<file path="config.mk">
export PLATFORM = sky130hd
export DESIGN_NAME = bounded_loss_queue_server_unit_flat
export DESIGN_NICKNAME = d
export VERILOG_FILES = /design/src/sv/blq_pkg.sv /design/src/sv/blq_if.sv /design/src/sv/blq_core.sv /design/src/sv/blq_out_reg.sv /design/src/sv/bounded_loss_queue_server_unit.sv /design/src/flat_wrapper.sv
export SDC_FILE = /design/constraint.sdc
export NUM_CORES = 1
export LEC_CHECK = 0
export ABC_AREA = 1
export ABC_CLOCK_PERIOD_IN_PS = 8500
export BUFFER_PORTS_ARGS = -buffer_cell sky130_fd_sc_hd__buf_4
export CAP_MARGIN = 30
export CORE_UTILIZATION = 40
export CTS_CLUSTER_DIAMETER = 200
export DETAILED_ROUTE_END_ITERATION = 10
export PLACE_DENSITY = 0.54
export SYNTH_ARGS = -nofsm -noshare
export SYNTH_HDL_FRONTEND = slang
export SYNTH_HIERARCHICAL = 1
export SYNTH_SLANG_ARGS = --single-unit
export TNS_END_PERCENT = 1
</file>
<file path="constraint.sdc">
create_clock -name clock -period 8.5 [get_ports clock]
set_input_delay 0.85 -clock clock [delete_from_list [all_inputs] [get_ports clock]]
set_output_delay 0.85 -clock clock [all_outputs]
set_load 0.1 [all_outputs]
</file>
<file path="src/sv/blq_pkg.sv">
// Shared types, constants and helpers for the bounded loss queue server.
// No dependencies; every other file imports this package.
package blq_pkg;

   localparam int DEPTH        = 16;
   localparam int IDX_BITS     = (DEPTH > 1) ? $clog2(DEPTH) : 1;
   localparam int SERVICE_BITS = 8;
   localparam int COUNT_BITS   = 32;
   localparam int FRAC_BITS    = 8;
   localparam int WAIT_BITS    = 5;
   localparam int LIMIT_BITS   = 5;
   localparam int AVG_BITS     = 13;

   localparam logic [LIMIT_BITS-1:0] LIMIT_RESET = LIMIT_BITS'(3);

   typedef enum logic {
      CMD_TICK    = 1'b0,
      CMD_ARRIVAL = 1'b1
   } cmd_type;

   typedef struct packed {
      logic                    command;
      logic [SERVICE_BITS-1:0] service_time;
   } req_item_type;

   typedef struct packed {
      logic [WAIT_BITS-1:0]  waiting;
      logic                  server_busy;
      logic [COUNT_BITS-1:0] accepted_total;
      logic [COUNT_BITS-1:0] lost_total;
      logic [COUNT_BITS-1:0] served_total;
      logic [AVG_BITS-1:0]   average_length;
      logic                  dropped;
      logic                  finished;
   } rsp_item_type;

   function automatic logic [COUNT_BITS-1:0] sat_inc(input logic [COUNT_BITS-1:0] v);
      sat_inc = (v == '1) ? v : v + 1'b1;
   endfunction

endpackage

</file>
<file path="src/sv/blq_if.sv">
// Handshake channels of the bounded loss queue server: request, response, csr.
// Depends on blq_pkg.
interface blq_req_if;
   import blq_pkg::*;
   logic                    valid;
   logic                    ready;
   logic                    command;
   logic [SERVICE_BITS-1:0] service_time;
   modport source (output valid, command, service_time, input ready);
   modport sink   (input valid, command, service_time, output ready);
endinterface

interface blq_rsp_if;
   import blq_pkg::*;
   logic                  valid;
   logic                  ready;
   logic [WAIT_BITS-1:0]  waiting;
   logic                  server_busy;
   logic [COUNT_BITS-1:0] accepted_total;
   logic [COUNT_BITS-1:0] lost_total;
   logic [COUNT_BITS-1:0] served_total;
   logic [AVG_BITS-1:0]   average_length;
   logic                  dropped;
   logic                  finished;
   modport source (output valid, waiting, server_busy, accepted_total, lost_total,
                   served_total, average_length, dropped, finished, input ready);
   modport sink   (input valid, waiting, server_busy, accepted_total, lost_total,
                   served_total, average_length, dropped, finished, output ready);
endinterface

interface blq_csr_if;
   import blq_pkg::*;
   logic                  valid;
   logic                  ready;
   logic [LIMIT_BITS-1:0] queue_limit;
   modport source (output valid, queue_limit, input ready);
   modport sink   (input valid, queue_limit, output ready);
endinterface

</file>
<file path="src/sv/blq_core.sv">
// Queue and server state with the single-pass update for one word.
// Depends on blq_pkg.
module blq_core (
   input  logic                            clock,
   input  logic                            reset,
   input  logic                            step,
   input  blq_pkg::req_item_type           item,
   input  logic [blq_pkg::LIMIT_BITS-1:0]  queue_limit,
   output blq_pkg::rsp_item_type           result
);
   import blq_pkg::*;

   logic [SERVICE_BITS-1:0] job_store_ff [DEPTH];

   logic [IDX_BITS-1:0]     head_ff, head_in;
   logic [IDX_BITS-1:0]     tail_ff, tail_in;
   logic [WAIT_BITS-1:0]    waiting_ff, waiting_in;
   logic                    busy_ff, busy_in;
   logic [SERVICE_BITS-1:0] remaining_ff, remaining_in;
   logic [COUNT_BITS-1:0]   accepted_ff, accepted_in;
   logic [COUNT_BITS-1:0]   lost_ff, lost_in;
   logic [COUNT_BITS-1:0]   served_ff, served_in;
   logic [AVG_BITS-1:0]     average_ff, average_in;

   logic [WAIT_BITS-1:0]    limit_eff;
   logic [SERVICE_BITS-1:0] store_time;
   logic [SERVICE_BITS-1:0] remaining_dec;
   logic [AVG_BITS:0]       average_sum;
   logic                    enqueue;
   logic                    dropped;
   logic                    finished;

   assign limit_eff = (queue_limit > LIMIT_BITS'(DEPTH)) ? WAIT_BITS'(DEPTH)
                                                         : WAIT_BITS'(queue_limit);
   // zero service time still takes one busy tick
   assign store_time    = (item.service_time == '0) ? SERVICE_BITS'(1) : item.service_time;
   assign remaining_dec = (remaining_ff != '0) ? remaining_ff - 1'b1 : remaining_ff;
   assign average_sum   = {1'b0, average_ff}
                        + (AVG_BITS+1)'({waiting_ff, {FRAC_BITS{1'b0}}});

   always_comb begin
      head_in      = head_ff;
      tail_in      = tail_ff;
      waiting_in   = waiting_ff;
      busy_in      = busy_ff;
      remaining_in = remaining_ff;
      accepted_in  = accepted_ff;
      lost_in      = lost_ff;
      served_in    = served_ff;
      average_in   = average_ff;
      enqueue      = 1'b0;
      dropped      = 1'b0;
      finished     = 1'b0;
      if (item.command == CMD_ARRIVAL) begin
         if (waiting_ff >= limit_eff) begin
            lost_in = sat_inc(lost_ff);
            dropped = 1'b1;
         end else begin
            enqueue     = 1'b1;
            tail_in     = (tail_ff == IDX_BITS'(DEPTH-1)) ? '0 : tail_ff + 1'b1;
            waiting_in  = waiting_ff + 1'b1;
            accepted_in = sat_inc(accepted_ff);
         end
      end else if (!busy_ff) begin
         // halve toward the waiting count; the sum never exceeds the field
         average_in = average_sum[AVG_BITS:1];
         if (waiting_ff != '0) begin
            remaining_in = job_store_ff[head_ff];
            head_in      = (head_ff == IDX_BITS'(DEPTH-1)) ? '0 : head_ff + 1'b1;
            waiting_in   = waiting_ff - 1'b1;
            busy_in      = 1'b1;
         end
      end else begin
         remaining_in = remaining_dec;
         if (remaining_dec == '0) begin
            busy_in   = 1'b0;
            served_in = sat_inc(served_ff);
            finished  = 1'b1;
         end
      end
   end

   always_ff @(posedge clock) begin
      if (reset) begin
         head_ff      <= '0;
         tail_ff      <= '0;
         waiting_ff   <= '0;
         busy_ff      <= 1'b0;
         remaining_ff <= '0;
         accepted_ff  <= '0;
         lost_ff      <= '0;
         served_ff    <= '0;
         average_ff   <= '0;
      end else if (step) begin
         head_ff      <= head_in;
         tail_ff      <= tail_in;
         waiting_ff   <= waiting_in;
         busy_ff      <= busy_in;
         remaining_ff <= remaining_in;
         accepted_ff  <= accepted_in;
         lost_ff      <= lost_in;
         served_ff    <= served_in;
         average_ff   <= average_in;
      end
   end

   always_ff @(posedge clock) begin
      if (step && enqueue) begin
         job_store_ff[tail_ff] <= store_time;
      end
   end

   always_comb begin
      result.waiting        = waiting_in;
      result.server_busy    = busy_in;
      result.accepted_total = accepted_in;
      result.lost_total     = lost_in;
      result.served_total   = served_in;
      result.average_length = average_in;
      result.dropped        = dropped;
      result.finished       = finished;
   end

endmodule

</file>
<file path="src/sv/blq_out_reg.sv">
// Result register driving the response channel; frees itself as it is taken.
// Depends on blq_pkg and blq_rsp_if.
module blq_out_reg (
   input  logic                  clock,
   input  logic                  reset,
   input  logic                  load,
   input  blq_pkg::rsp_item_type data,
   output logic                  can_load,
   blq_rsp_if.source             rsp_chan
);
   import blq_pkg::*;

   logic         valid_ff;
   rsp_item_type data_ff;

   assign can_load = !valid_ff || rsp_chan.ready;

   always_ff @(posedge clock) begin
      if (reset) begin
         valid_ff <= 1'b0;
      end else if (can_load) begin
         valid_ff <= load;
      end
   end

   always_ff @(posedge clock) begin
      if (can_load && load) begin
         data_ff <= data;
      end
   end

   assign rsp_chan.valid          = valid_ff;
   assign rsp_chan.waiting        = data_ff.waiting;
   assign rsp_chan.server_busy    = data_ff.server_busy;
   assign rsp_chan.accepted_total = data_ff.accepted_total;
   assign rsp_chan.lost_total     = data_ff.lost_total;
   assign rsp_chan.served_total   = data_ff.served_total;
   assign rsp_chan.average_length = data_ff.average_length;
   assign rsp_chan.dropped        = data_ff.dropped;
   assign rsp_chan.finished       = data_ff.finished;

endmodule

</file>
<file path="src/sv/bounded_loss_queue_server_unit.sv">
// Top level of the bounded loss queue server: input register, core, result register.
// Depends on blq_pkg, blq_if, blq_core and blq_out_reg.
//
//   channel    direction  content
//   req_chan   in         command (tick or arrival), service_time
//   rsp_chan   out        waiting, busy, totals, average, dropped, finished
//   csr_chan   in         queue_limit, always ready
//
// One word per cycle sustained while rsp_chan is ready.
// The whole state update is combinational between the input register and
// the result register, so consecutive words see each other's state at once.
// Reset clears all counters, indexes and the server; queue_limit resets to 3.
// A stalled rsp_chan holds the result register, then the input register, then req.
module bounded_loss_queue_server_unit (
   input  logic    clock,
   input  logic    reset,
   blq_req_if.sink   req_chan,
   blq_rsp_if.source rsp_chan,
   blq_csr_if.sink   csr_chan
);
   import blq_pkg::*;

   logic                  in_valid_ff;
   req_item_type          in_item_ff;
   logic [LIMIT_BITS-1:0] limit_ff;
   logic                  can_load;
   logic                  advance;
   rsp_item_type          result;

   assign advance        = in_valid_ff && can_load;
   assign req_chan.ready = !in_valid_ff || advance;
   assign csr_chan.ready = 1'b1;

   always_ff @(posedge clock) begin
      if (reset) begin
         in_valid_ff <= 1'b0;
      end else if (req_chan.ready) begin
         in_valid_ff <= req_chan.valid;
      end
   end

   always_ff @(posedge clock) begin
      if (req_chan.ready && req_chan.valid) begin
         in_item_ff.command      <= req_chan.command;
         in_item_ff.service_time <= req_chan.service_time;
      end
   end

   always_ff @(posedge clock) begin
      if (reset) begin
         limit_ff <= LIMIT_RESET;
      end else if (csr_chan.valid) begin
         limit_ff <= csr_chan.queue_limit;
      end
   end

   blq_core u_core (
      .clock       (clock),
      .reset       (reset),
      .step        (advance),
      .item        (in_item_ff),
      .queue_limit (limit_ff),
      .result      (result)
   );

   blq_out_reg u_out_reg (
      .clock    (clock),
      .reset    (reset),
      .load     (advance),
      .data     (result),
      .can_load (can_load),
      .rsp_chan (rsp_chan)
   );

endmodule
</file>
<file path="src/flat_wrapper.sv">
// flat-port wrapper written by rule: the top's interface ports become plain ports
module bounded_loss_queue_server_unit_flat import blq_pkg::*;
  (clock, reset, req_chan_valid, req_chan_command, req_chan_service_time, req_chan_ready, rsp_chan_valid, rsp_chan_waiting, rsp_chan_server_busy, rsp_chan_accepted_total, rsp_chan_lost_total, rsp_chan_served_total, rsp_chan_average_length, rsp_chan_dropped, rsp_chan_finished, rsp_chan_ready, csr_chan_valid, csr_chan_queue_limit, csr_chan_ready);
  blq_req_if req_chan_i ();
  blq_rsp_if rsp_chan_i ();
  blq_csr_if csr_chan_i ();
  input  logic clock;
  input  logic reset;
  input wire logic [$bits(req_chan_i.valid)-1:0] req_chan_valid;
  input wire logic [$bits(req_chan_i.command)-1:0] req_chan_command;
  input wire logic [$bits(req_chan_i.service_time)-1:0] req_chan_service_time;
  output wire logic [$bits(req_chan_i.ready)-1:0] req_chan_ready;
  output wire logic [$bits(rsp_chan_i.valid)-1:0] rsp_chan_valid;
  output wire logic [$bits(rsp_chan_i.waiting)-1:0] rsp_chan_waiting;
  output wire logic [$bits(rsp_chan_i.server_busy)-1:0] rsp_chan_server_busy;
  output wire logic [$bits(rsp_chan_i.accepted_total)-1:0] rsp_chan_accepted_total;
  output wire logic [$bits(rsp_chan_i.lost_total)-1:0] rsp_chan_lost_total;
  output wire logic [$bits(rsp_chan_i.served_total)-1:0] rsp_chan_served_total;
  output wire logic [$bits(rsp_chan_i.average_length)-1:0] rsp_chan_average_length;
  output wire logic [$bits(rsp_chan_i.dropped)-1:0] rsp_chan_dropped;
  output wire logic [$bits(rsp_chan_i.finished)-1:0] rsp_chan_finished;
  input wire logic [$bits(rsp_chan_i.ready)-1:0] rsp_chan_ready;
  input wire logic [$bits(csr_chan_i.valid)-1:0] csr_chan_valid;
  input wire logic [$bits(csr_chan_i.queue_limit)-1:0] csr_chan_queue_limit;
  output wire logic [$bits(csr_chan_i.ready)-1:0] csr_chan_ready;
  assign req_chan_i.valid = req_chan_valid;
  assign req_chan_i.command = req_chan_command;
  assign req_chan_i.service_time = req_chan_service_time;
  assign req_chan_ready = req_chan_i.ready;
  assign rsp_chan_valid = rsp_chan_i.valid;
  assign rsp_chan_waiting = rsp_chan_i.waiting;
  assign rsp_chan_server_busy = rsp_chan_i.server_busy;
  assign rsp_chan_accepted_total = rsp_chan_i.accepted_total;
  assign rsp_chan_lost_total = rsp_chan_i.lost_total;
  assign rsp_chan_served_total = rsp_chan_i.served_total;
  assign rsp_chan_average_length = rsp_chan_i.average_length;
  assign rsp_chan_dropped = rsp_chan_i.dropped;
  assign rsp_chan_finished = rsp_chan_i.finished;
  assign rsp_chan_i.ready = rsp_chan_ready;
  assign csr_chan_i.valid = csr_chan_valid;
  assign csr_chan_i.queue_limit = csr_chan_queue_limit;
  assign csr_chan_ready = csr_chan_i.ready;
  bounded_loss_queue_server_unit u_core (.clock(clock), .reset(reset), .req_chan(req_chan_i), .rsp_chan(rsp_chan_i), .csr_chan(csr_chan_i));
endmodule
</file>
==> metrics, run 1 <==
clock period minus worst slack=3940 ps; Top delay family on crit path=simple AND/OR/NAND/NOR gates; CTS buffer count=43; unrepaired setup endpoints after global routing=no; clk slew on worst S/H paths=60 ps; design area=0.0219 mm²; ANT nets after route=0; failing checks=DRC; final wirelength=between 40 and 50 mm; WS Path Type=reg2reg; Final Slew Violations=0; maxcap violations=0; diode count=0; largest net degree at the start of global routing=118; Horiz. Die Dim=around 220 µm; Setup Buffers After CTS=0; PD cells=224 mW/mm²; post-synthesis sequential area ratio=0.552; most frequent cells in the layout=nand2_1, inv_1, edfxtp_1, nor2_1, o21ai_0; Gate Count Post-Synth=around 2200; fraction of layout cells with a size suffix above 1=0.113; WL/cell=roughly 17 µm; Worst Hold Class=in2reg; Avg Inst Size Synth=between 8 and 9 µm²; Synth Register Bits=396; Initial Utilization=0.407; DR vias/cell=5.12; maximum vdd drop=0.129 mV; synthesized area=approximately 0.019 mm²; commonest non-fill, non-tap cell in the layout=nand2_1; Tightest Pin Transition=1000 ps; GP Congestion=~0.86; Crit Path Max Fanout=44; top-area cell type share of the netlist area=0.402; Synth area leader=edfxtp_1; max incr delay on CP=between 700 and 800 ps; library cells used by synthesis=43; total power=between 0.004 and 0.005 W; status=complete, but fails checks; skew final=25.4 ps; # setup viols final=0; Syn Nets=2259; area post-placement=slightly above 0.02 mm²; DP Wirelength=32.3 mm; warnings from Yosys=6; final hold viol count=0; grt ovf=0; worst-case clock buffer depth=3; clock sinks=396; Util after Layout=0.470; core area=0.0467 mm²; total track usage=0.205; initial antenna violation count=0; max_slew headroom=0.329; num rows=79; Final Cycle Share=0.463; WP data arrival=4400 ps; CTS H-tree lvls=2; Clk Latency, worst-skew pair=600 ps; number of global-route vias before repair=roughly 14000; Die H=220 µm; number of top-level pins=around 140; PortBufs=137; DR DRC count=2; Setup TNS=0 ps; crit-path cells=inv_1 -> nand2_1 -> ha_1 -> a21o_1 -> a21oi_1 -> nand3_1 -> inv_2 -> nor2_1 -> buf_4 -> nand2_1 -> xor2_1 -> o21ai_1 -> inv_1; area added between synthesis and finish=15.6%; slowest stage cell on the critical path=inv_2; DR iter-0 viols=1079; Setup crit start kind=flop; Pleak=9.07 nW; CTS tree=yes; Worst setup EP type=flop; Max Freq=0.254 GHz; fin nets=2351; total vias in the final route=15100; WP buf/inv=4; clk root buf=clkbuf_16; Synth area leaders=edfxtp_1, dfxtp_1, nand2_1; WP data required=8970 ps; TritonRoute pass-1 iters=8; hold_buf cts=0; cts repair resizes=0; die area=0.0483 mm²; first-pass GRT wire length=roughly 78 mm
cell usage after synthesis (all sizes together):
master and n:
nand2 457, inv 314, edfxtp 254, o21ai 253, nor2 214, dfxtp 142, nand3 137, a21oi 128
clkbuf 78, nand4 48, nor3 44, xor2 32, buf 27, o221ai 27, ha 21, o211ai 9
o22ai 7, a211oi 6, nor4 5, a21o 3, clkinv 2, nand3b 2, nor3b 2, or2 2
conb 1, fa 1, o21a 1, o21bai 1
cell type report:
cell class	instances	area (µm²)
fillers	4527	24700
flip-flops and latches	396	10500
multi-input cells	1401	6860
clock buffers	61	1190
repair buffers	152	1190
inverters	316	1190
well taps	607	759
clock inverters	19	285
cells by family after synthesis:
| group | Yosys count | share of synthesized area |
|---|---|---|
| AO/OA/AOI/OAI | 435 | 0.124 |
| XOR/XNOR | 32 | 0.0148 |
| adder cells (fa/ha/maj) | 22 | 0.0149 |
| buffers and inverters | 421 | 0.0876 |
| flip-flops | 396 | 0.552 |
| other | 1 | 0.000198 |
| AND/OR/NAND/NOR | 911 | 0.207 |
power by group:
group / total, W / internal [W] / switching, W
Clock: 0.00197 / 0.00117 / 0.000795
Combinational: 0.000729 / 0.000167 / 0.000562
Sequential: 0.00221 / 0.00214 / 0.0000710
state kept, by name, summed over array words and instances, names as in the netlist, named ones only:
name / cells
u_core/u_out_reg/rsp_chan.accepted_total: 32
u_core/u_out_reg/rsp_chan.finished: 1
u_core/u_core/served_ff: 32
u_core/u_out_reg/rsp_chan.served_total: 32
u_core/u_out_reg/rsp_chan.valid: 1
u_core/u_out_reg/rsp_chan.average_length: 13
u_core/u_out_reg/rsp_chan.lost_total: 32
u_core/u_core/average_ff: 13
u_core/u_core/head_ff: 4
u_core/u_core/tail_ff: 4
u_core/u_out_reg/rsp_chan.waiting: 5
u_core/u_core/accepted_ff: 32
u_core/limit_ff: 5
u_core/in_item_ff: 9
u_core/u_core/job_store_ff: 128
u_core/u_out_reg/rsp_chan.dropped: 1
u_core/u_core/busy_ff: 1
u_core/u_core/lost_ff: 32
u_core/u_core/waiting_ff: 5
u_core/u_out_reg/rsp_chan.server_busy: 1
u_core/u_core/remaining_ff: 8
u_core/in_valid_ff: 1
metrics by stage:
stage          setup slack, ps  hold WS (ps)  cells
2_1_floorplan             1100           429   2218
3_3_place_gp              4700           451   2870
3_5_place_dp              4590           454   2872
4_1_cts                   4570           394   2952
5_1_grt                   4060           410   2952
6_report                  4560           431   2952
worst paths after layout:
check	start	endpoint	depth (start not counted)	slack, ps
worst max-delay path	u_core/limit_ff[4]	u_core/u_core/lost_ff[0]	13	4560
worst min-delay path	req_chan_service_time[5]	u_core/in_item_ff[5]	1	430
worst max register to register	u_core/limit_ff[4]	u_core/u_core/lost_ff[0]	13	4560
worst min register to register	u_core/limit_ff[0]	u_core/limit_ff[0]	2	470
layer usage:
metal,track usage,vias to the layer above,wire length (µm)
met3,0.0342,68,2060
met5,0,-,0
met2,0.348,295,23700
met4,0.0554,0,964
li1,-,7600,-
met1,0.268,7159,22500
Note: power is estimated with default switching activity, not from simulation.
==> inputs of run 2 (changes only) <==
ABC_AREA = 0   (was 1)
ABC_CLOCK_PERIOD_IN_PS = 3300   (was 8500)
PLACE_DENSITY = 0.56   (was 0.54)
clock period = 3.3 ns   (was 8.5 ns; I/O delays follow)
==> metrics, run 2 <==
status=finished clean; Avg Inst Size Synth=11.5 µm² (+35%); max reg flops=128 (unchanged); Max Freq=0.317 GHz (+25%); post-synthesis sequential area ratio=0.584 (+0.0322); CTS buffer count=45 (+4.7%); fraction of layout cells with a size suffix above 1=0.206 (+0.0927); clock period minus worst slack=3150 ps (-785 ps); maximum vdd drop=0.426 mV (+230%); diode count=0 (unchanged); CTS H-tree lvls=2 (unchanged); busiest grt layer=met2; area post-placement=0.0200 mm² (-2.4%); pre-CTS setup slack=13.4 ps (-4580 ps); Worst Hold Class=in2reg; Final Slew Violations=0 (unchanged); DR DRC count=0 (-2); grt ovf=0 (unchanged); final worst slack=150 ps (-4420 ps); top-area cell type share of the netlist area=0.425 (+0.0234); first-pass GRT wire length=64.8 mm (-16%); PortBufs=137 (unchanged); clock sinks=396 (unchanged); worst-case clock buffer depth=3 (unchanged); Gate Count Post-Synth=1557 (-30%); PD cells=528 mW/mm² (+140%); Crit Path Max Fanout=55 (+25%); most frequent cells in the layout=edfxtp_1, buf_4, nand2_1, nor2_1, dfxtp_1; Largest Register=u_core/u_core/job_store_ff; Setup Buffers After CTS=0 (unchanged); Post-synth EDFFs=254 (unchanged); area added between synthesis and finish=20.0%; maxcap violations=0 (unchanged); cell internal pwr=0.00838 W (+140%); hold slack=31.7 ps (-399 ps); commonest non-fill, non-tap cell in the layout=edfxtp_1; Pleak=7.56 nW (-17%); Reg power frac=0.480 (+0.029); slowest stage cell on the critical path=or4b_4; Seq. cell area=0.0105 mm² (about the same); # fillers=3943 (-13%); DR vias/cell=5.30 (+3.5%); WS Path Type=reg2reg; Synth area leader=edfxtp_1; non-filler cells in the finished layout=2366 (-20%); skew final=17.4 ps (-7.93 ps); WL/cell=17.4 µm (+4.2%); prevailing post-synth register cell=edfxtp_1; Net Sw Frac=0.263 (-0.0276); Final Cycle Share=0.955 (+0.492); max_slew headroom=0.404 (+0.0750); Die H=214 µm (-2.8%); placed cells=2270 (-21%); number of global-route vias before repair=11800 (-18%); Synth Register Bits=396 (unchanged); multi-input logic area=0.00703 mm² (+2.5%); total vias in the final route=12500 (-17%); Tightest Pin Transition=894 ps (-109 ps); Syn Nets=1598 (-29%); die area=0.0457 mm² (-5.5%); Synth area leaders=edfxtp_1, dfxtp_1, mux4_2; CTS tree=yes; Initial Utilization=0.406 (-0.00127); final hold viol count=0 (unchanged); hold wc startpoint=csr_chan_queue_limit[4]; met2 Use GR=0.296 (-0.0523); largest net degree at the start of global routing=76 (-36%); WP data arrival=3600 ps (-800 ps); crit-path cells=inv_1 -> ha_1 -> and2b_1 -> or4b_4 -> a2111oi_4 -> or3b_4 -> buf_12 -> nor4_2 -> mux2_2; clock share of power=0.411 (+0.011); met1 usage=0.246 (-0.0221); R2R depth=9 (-4); clk slew on worst S/H paths=60 ps (about the same); library cells used by synthesis=73 (+70%); power share of the combinational group=0.109 (-0.039); final wirelength=41.1 mm (-16%); num rows=77 (-2.5%); GP Congestion=0.830 (-3.2%); TritonRoute pass-1 iters=5 (-3); worst r2r src=u_core/u_core/remaining_ff[1]; R2R Setup Slk=150 ps (-4420 ps); max incr delay on CP=540 ps (-220 ps); WP data required=3750 ps (-5220 ps); total track usage=0.182 (-0.0227); clk root buf=clkbuf_16; Worst R2R End=u_core/u_core/served_ff[13]; Horiz. Die Dim=214 µm (-2.8%); Sw Pwr=0.00300 W (+110%); warnings from Yosys=6 (unchanged); # setup viols final=0 (unchanged); DR iter-0 viols=762 (-29%); Setup crit start kind=flop; M3 GR Usage=0.0284 (-0.00582); most instantiated cells after synthesis=edfxtp_1, nand2_1, nor2_1, dfxtp_1, xor2_1; Worst setup EP type=flop; design area=0.0215 mm² (-1.9%); initial antenna violation count=0 (unchanged); synthesized area=0.0179 mm² (-5.5%); Clk Latency, worst-skew pair=570 ps (-30 ps); hold path endpoint=u_core/limit_ff[4]; fraction of registers with async set/reset=0 (unchanged); DP Wirelength=27.5 mm (-15%); number of top-level pins=139 (unchanged); Hold Crit Depth=3 (+2); core area=0.0442 mm² (-5.2%); fin nets=1778 (-24%); most frequent cell after synthesis=edfxtp_1; ANT nets after route=0 (unchanged)
-- run 2: cells by family after synthesis --
group / share of synthesized area
other: 0.000209
AOI/OAI and AO/OA: 0.0585
and+or+nand+nor: 0.181
xor gates and xnor gates: 0.0708
adders and majority gates: 0.0158
muxes: 0.0626
DFF: 0.584
buffers and inverters: 0.0276
-- run 2: critical path, delay by kind of cell, from the launching register on --
family | cells | cell delay (ps)
simple gates | 4 | 1480
compound gates | 1 | 370
mux | 1 | 360
flops | 1 | 330
buf+inv | 2 | 270
fa+ha+maj | 1 | 170
-- run 2: area by class of cell --
type,count,area share
sequential,396,0.486
multi-input combinational,1041,0.326
timing repair buffer,224,0.0830
clock buffer,63,0.0593
tap,592,0.0344
clock inverter,21,0.00546
inverter,29,0.00506
-- run 2: worst max-delay path by stage --
stage | start | endpoint | slack [ps]
global route | u_core/u_core/remaining_ff[1] | u_core/u_out_reg/rsp_chan.served_total[23] | -2
CTS | u_core/u_core/remaining_ff[1] | u_core/u_core/served_ff[13] | 20
finish | u_core/u_core/remaining_ff[1] | u_core/u_core/served_ff[13] | 150
global placement | u_core/u_core/remaining_ff[1] | u_core/u_core/served_ff[13] | 80
detailed placement | u_core/u_core/remaining_ff[1] | u_core/u_core/served_ff[13] | 10
floorplan | u_core/u_out_reg/rsp_chan.valid | u_core/u_core/job_store_ff[0][0] | -30
-- run 2: power groups by stage --
stage | registers (W) | clock network, W | logic, W
after floorplan | 0.00609 | 0 | 0.000363
after global placement | 0.00556 | 0 | 0.00122
after detailed placement | 0.00556 | 0 | 0.00122
after CTS | 0.00546 | 0.00482 | 0.00124
after global routing | 0.00547 | 0.00499 | 0.00130
final | 0.00546 | 0.00468 | 0.00124
-- run 2: metrics by stage --
step                      utilization  total power [W]  TNS [ps]
after global routing            0.487           0.0118     -2.73
after global placement          0.452          0.00678         0
after CTS                       0.486           0.0115         0
after detailed placement        0.452          0.00679         0
after floorplan                     -          0.00645      -778
final                           0.487           0.0114         0
-- run 2: routing by layer --
layer,vias to the layer above,share of wire
li1,6052,-
met1,6073,0.45
met3,62,0.050
met2,354,0.47
met5,-,0
met4,0,0.025
-- run 2: what timing repair did --
| action | CTS | global route |
|---|---|---|
| hold buffers | 12 | 0 |
| endpoints found under the setup margin | 3 | 51 |
| hold endpoints to repair | 12 | 0 |
| gates resized for setup | 1 | 8 |
==> inputs of run 3 (changes only) <==
ABC_AREA = 1   (was 0)
CORE_ASPECT_RATIO = 1.4   (was default)
==> metrics, run 3 (synthesis results as in run 1) <==
CTS buffer count=39 (-13%); largest net degree at the start of global routing=68 (-11%); worst r2r src=u_core/u_core/accepted_ff[0]; grt ovf=0 (unchanged); clock sinks=396 (unchanged); Top cell by count, worst path=nand2_1; first-pass GRT wire length=79.2 mm (+22%); max incr delay on CP=420 ps (-120 ps); Worst setup EP type=flop; total vias in the final route=15300 (+22%); non-filler cells in the finished layout=2987 (+26%); fraction of layout cells with a size suffix above 1=0.118 (-0.0881); total track usage=0.211 (+0.0288); PortBufs=137 (unchanged); commonest non-fill, non-tap cell in the layout=nand2_1; hold slack=44.2 ps (+12.5 ps); Setup Buffers After CTS=0 (unchanged); num rows=94 (+22%); DR vias/cell=5.13 (-3.2%); number of global-route vias before repair=14800 (+25%); clock period minus worst slack=2880 ps (-268 ps); CTS tree=yes; ANT nets after route=0 (unchanged); skew final=14.4 ps (-3.03 ps); TritonRoute pass-1 iters=5 (unchanged); Tightest Pin Transition=913 ps (+19.1 ps); fin nets=2373 (+33%); Max Freq=0.347 GHz (+9.3%); most frequent cells in the layout=nand2_1, inv_1, edfxtp_1, nor2_1, o21ai_0; maximum vdd drop=0.377 mV (-11%); max_slew headroom=0.391 (-0.0127); die area=0.0483 mm² (+5.8%); WP data arrival=3180 ps (-420 ps); PD cells=560 mW/mm² (+6.0%); maxcap violations=0 (unchanged); DP Wirelength=34.9 mm (+27%); Initial Utilization=0.404 (-0.00110); DR DRC count=0 (unchanged); Setup crit start kind=flop; Pleak=9.11 nW (+20%); final wirelength=50.8 mm (+23%); WS Path Type=reg2reg; max reg flops=128 (unchanged); Final Cycle Share=0.873 (-0.0811); WL/cell=17.0 µm (-2.2%); Largest Register=u_core/u_core/job_store_ff; Final Slew Violations=0 (unchanged); diode count=0 (unchanged); Horiz. Die Dim=186 µm (-13%); Worst Hold Class=in2reg; core area=0.0469 mm² (+6.1%); worst-case clock buffer depth=3 (unchanged); Util after Layout=0.469 (-0.0174); slowest stage cell on the critical path=dfxtp_1; final hold viol count=0 (unchanged); crit-path cells=ha_1 -> nand3_1 -> nor3_2 -> nand3_1 -> nor2_1 -> nand2_1 -> nor2_1 -> nand2_1 -> nand2_1 -> xor2_1 -> inv_1; GP Congestion=0.912 (+9.9%); Setup TNS=0 ps (unchanged); # setup viols final=0 (unchanged); Crit Path Max Fanout=11 (-80%); placed cells=2906 (+28%); clk root buf=clkbuf_16; number of top-level pins=139 (unchanged); total power=0.0123 W (+8.5%); initial antenna violation count=1 (+1); area added between synthesis and finish=16.1%; clk slew on worst S/H paths=70 ps (about the same); hold wc startpoint=csr_chan_queue_limit[0]; unrepaired setup endpoints after global routing=no; CP Launch Point=u_core/u_core/accepted_ff[0]; Die H=260 µm (+22%); WP data required=3600 ps (-150 ps); DR iter-0 viols=901 (+18%); Clk Latency, worst-skew pair=550 ps (-20 ps); status=finished clean; CTS H-tree lvls=2 (unchanged)
==> run 3: cell types whose count changed in the layout (fill, tap and decap cells not counted), sizes merged, moves of 58 or more <==
cell   delta
o21ai   +220
a21oi    +61
nand2   +297
nor2     +66
xnor2    -58
inv     +288
nand3    +60
==> run 3: worst max-delay path, delay by kind of cell, from the launching register on <==
kind	cells	cell delay [ps]
buf+inv	1	50
flops	1	420
simple gates	8	1610
fa+ha+maj	1	300
xor+xnor	1	230
==> run 3: area by class of cell <==
| type | instances | area, µm² |
|---|---|---|
| clock buffers | 49 | 1050 |
| well taps | 624 | 781 |
| inverters | 316 | 1190 |
| multi-input cells | 1401 | 6860 |
| flip-flops and latches | 396 | 10500 |
| clock inverters | 23 | 280 |
| fillers | 4510 | 24900 |
| repair buffers | 178 | 1400 |
==> run 3: what timing repair did <==
item | 4_1_cts | 5_1_grt
hold buffers | 9 | 0
endpoints found under the hold margin | 9 | 0
gates resized for setup | 0 | 0
==> run 3: worst paths after layout <==
kind                                                 endpoint  slack (ps)  cells past startpoint
setup / recovery  u_core/u_out_reg/rsp_chan.accepted_total[0]         420                     11
hold / removal                             u_core/limit_ff[0]          40                      3
hold reg to reg                            u_core/limit_ff[1]         470                      2
setup reg to reg  u_core/u_out_reg/rsp_chan.accepted_total[0]         420                     11
==> run 3: metrics by stage <==
step | worst slack [ps] | cell area, µm²
6_report | 418 | 22000
5_1_grt | 102 | 22000
4_1_cts | 467 | 22000
3_5_place_dp | 473 | 20600
3_3_place_gp | 481 | 20600
2_1_floorplan | 104 | 19000
==> run 3: power by group <==
group,leakage (nW),switching [W],internal [W]
combinational,4.93,0.00147,0.000454
clock,0.644,0.00195,0.00275
sequential,3.53,0.000185,0.00552
==> run 3: layer usage <==
layer | up-vias | wire length [µm] | GRT usage
met5 | - | 13 | 0
met3 | 82 | 2140 | 0.0276
li1 | 7625 | - | -
met2 | 329 | 26300 | 0.387
met1 | 7294 | 20600 | 0.246
met4 | 2 | 1650 | 0.0801
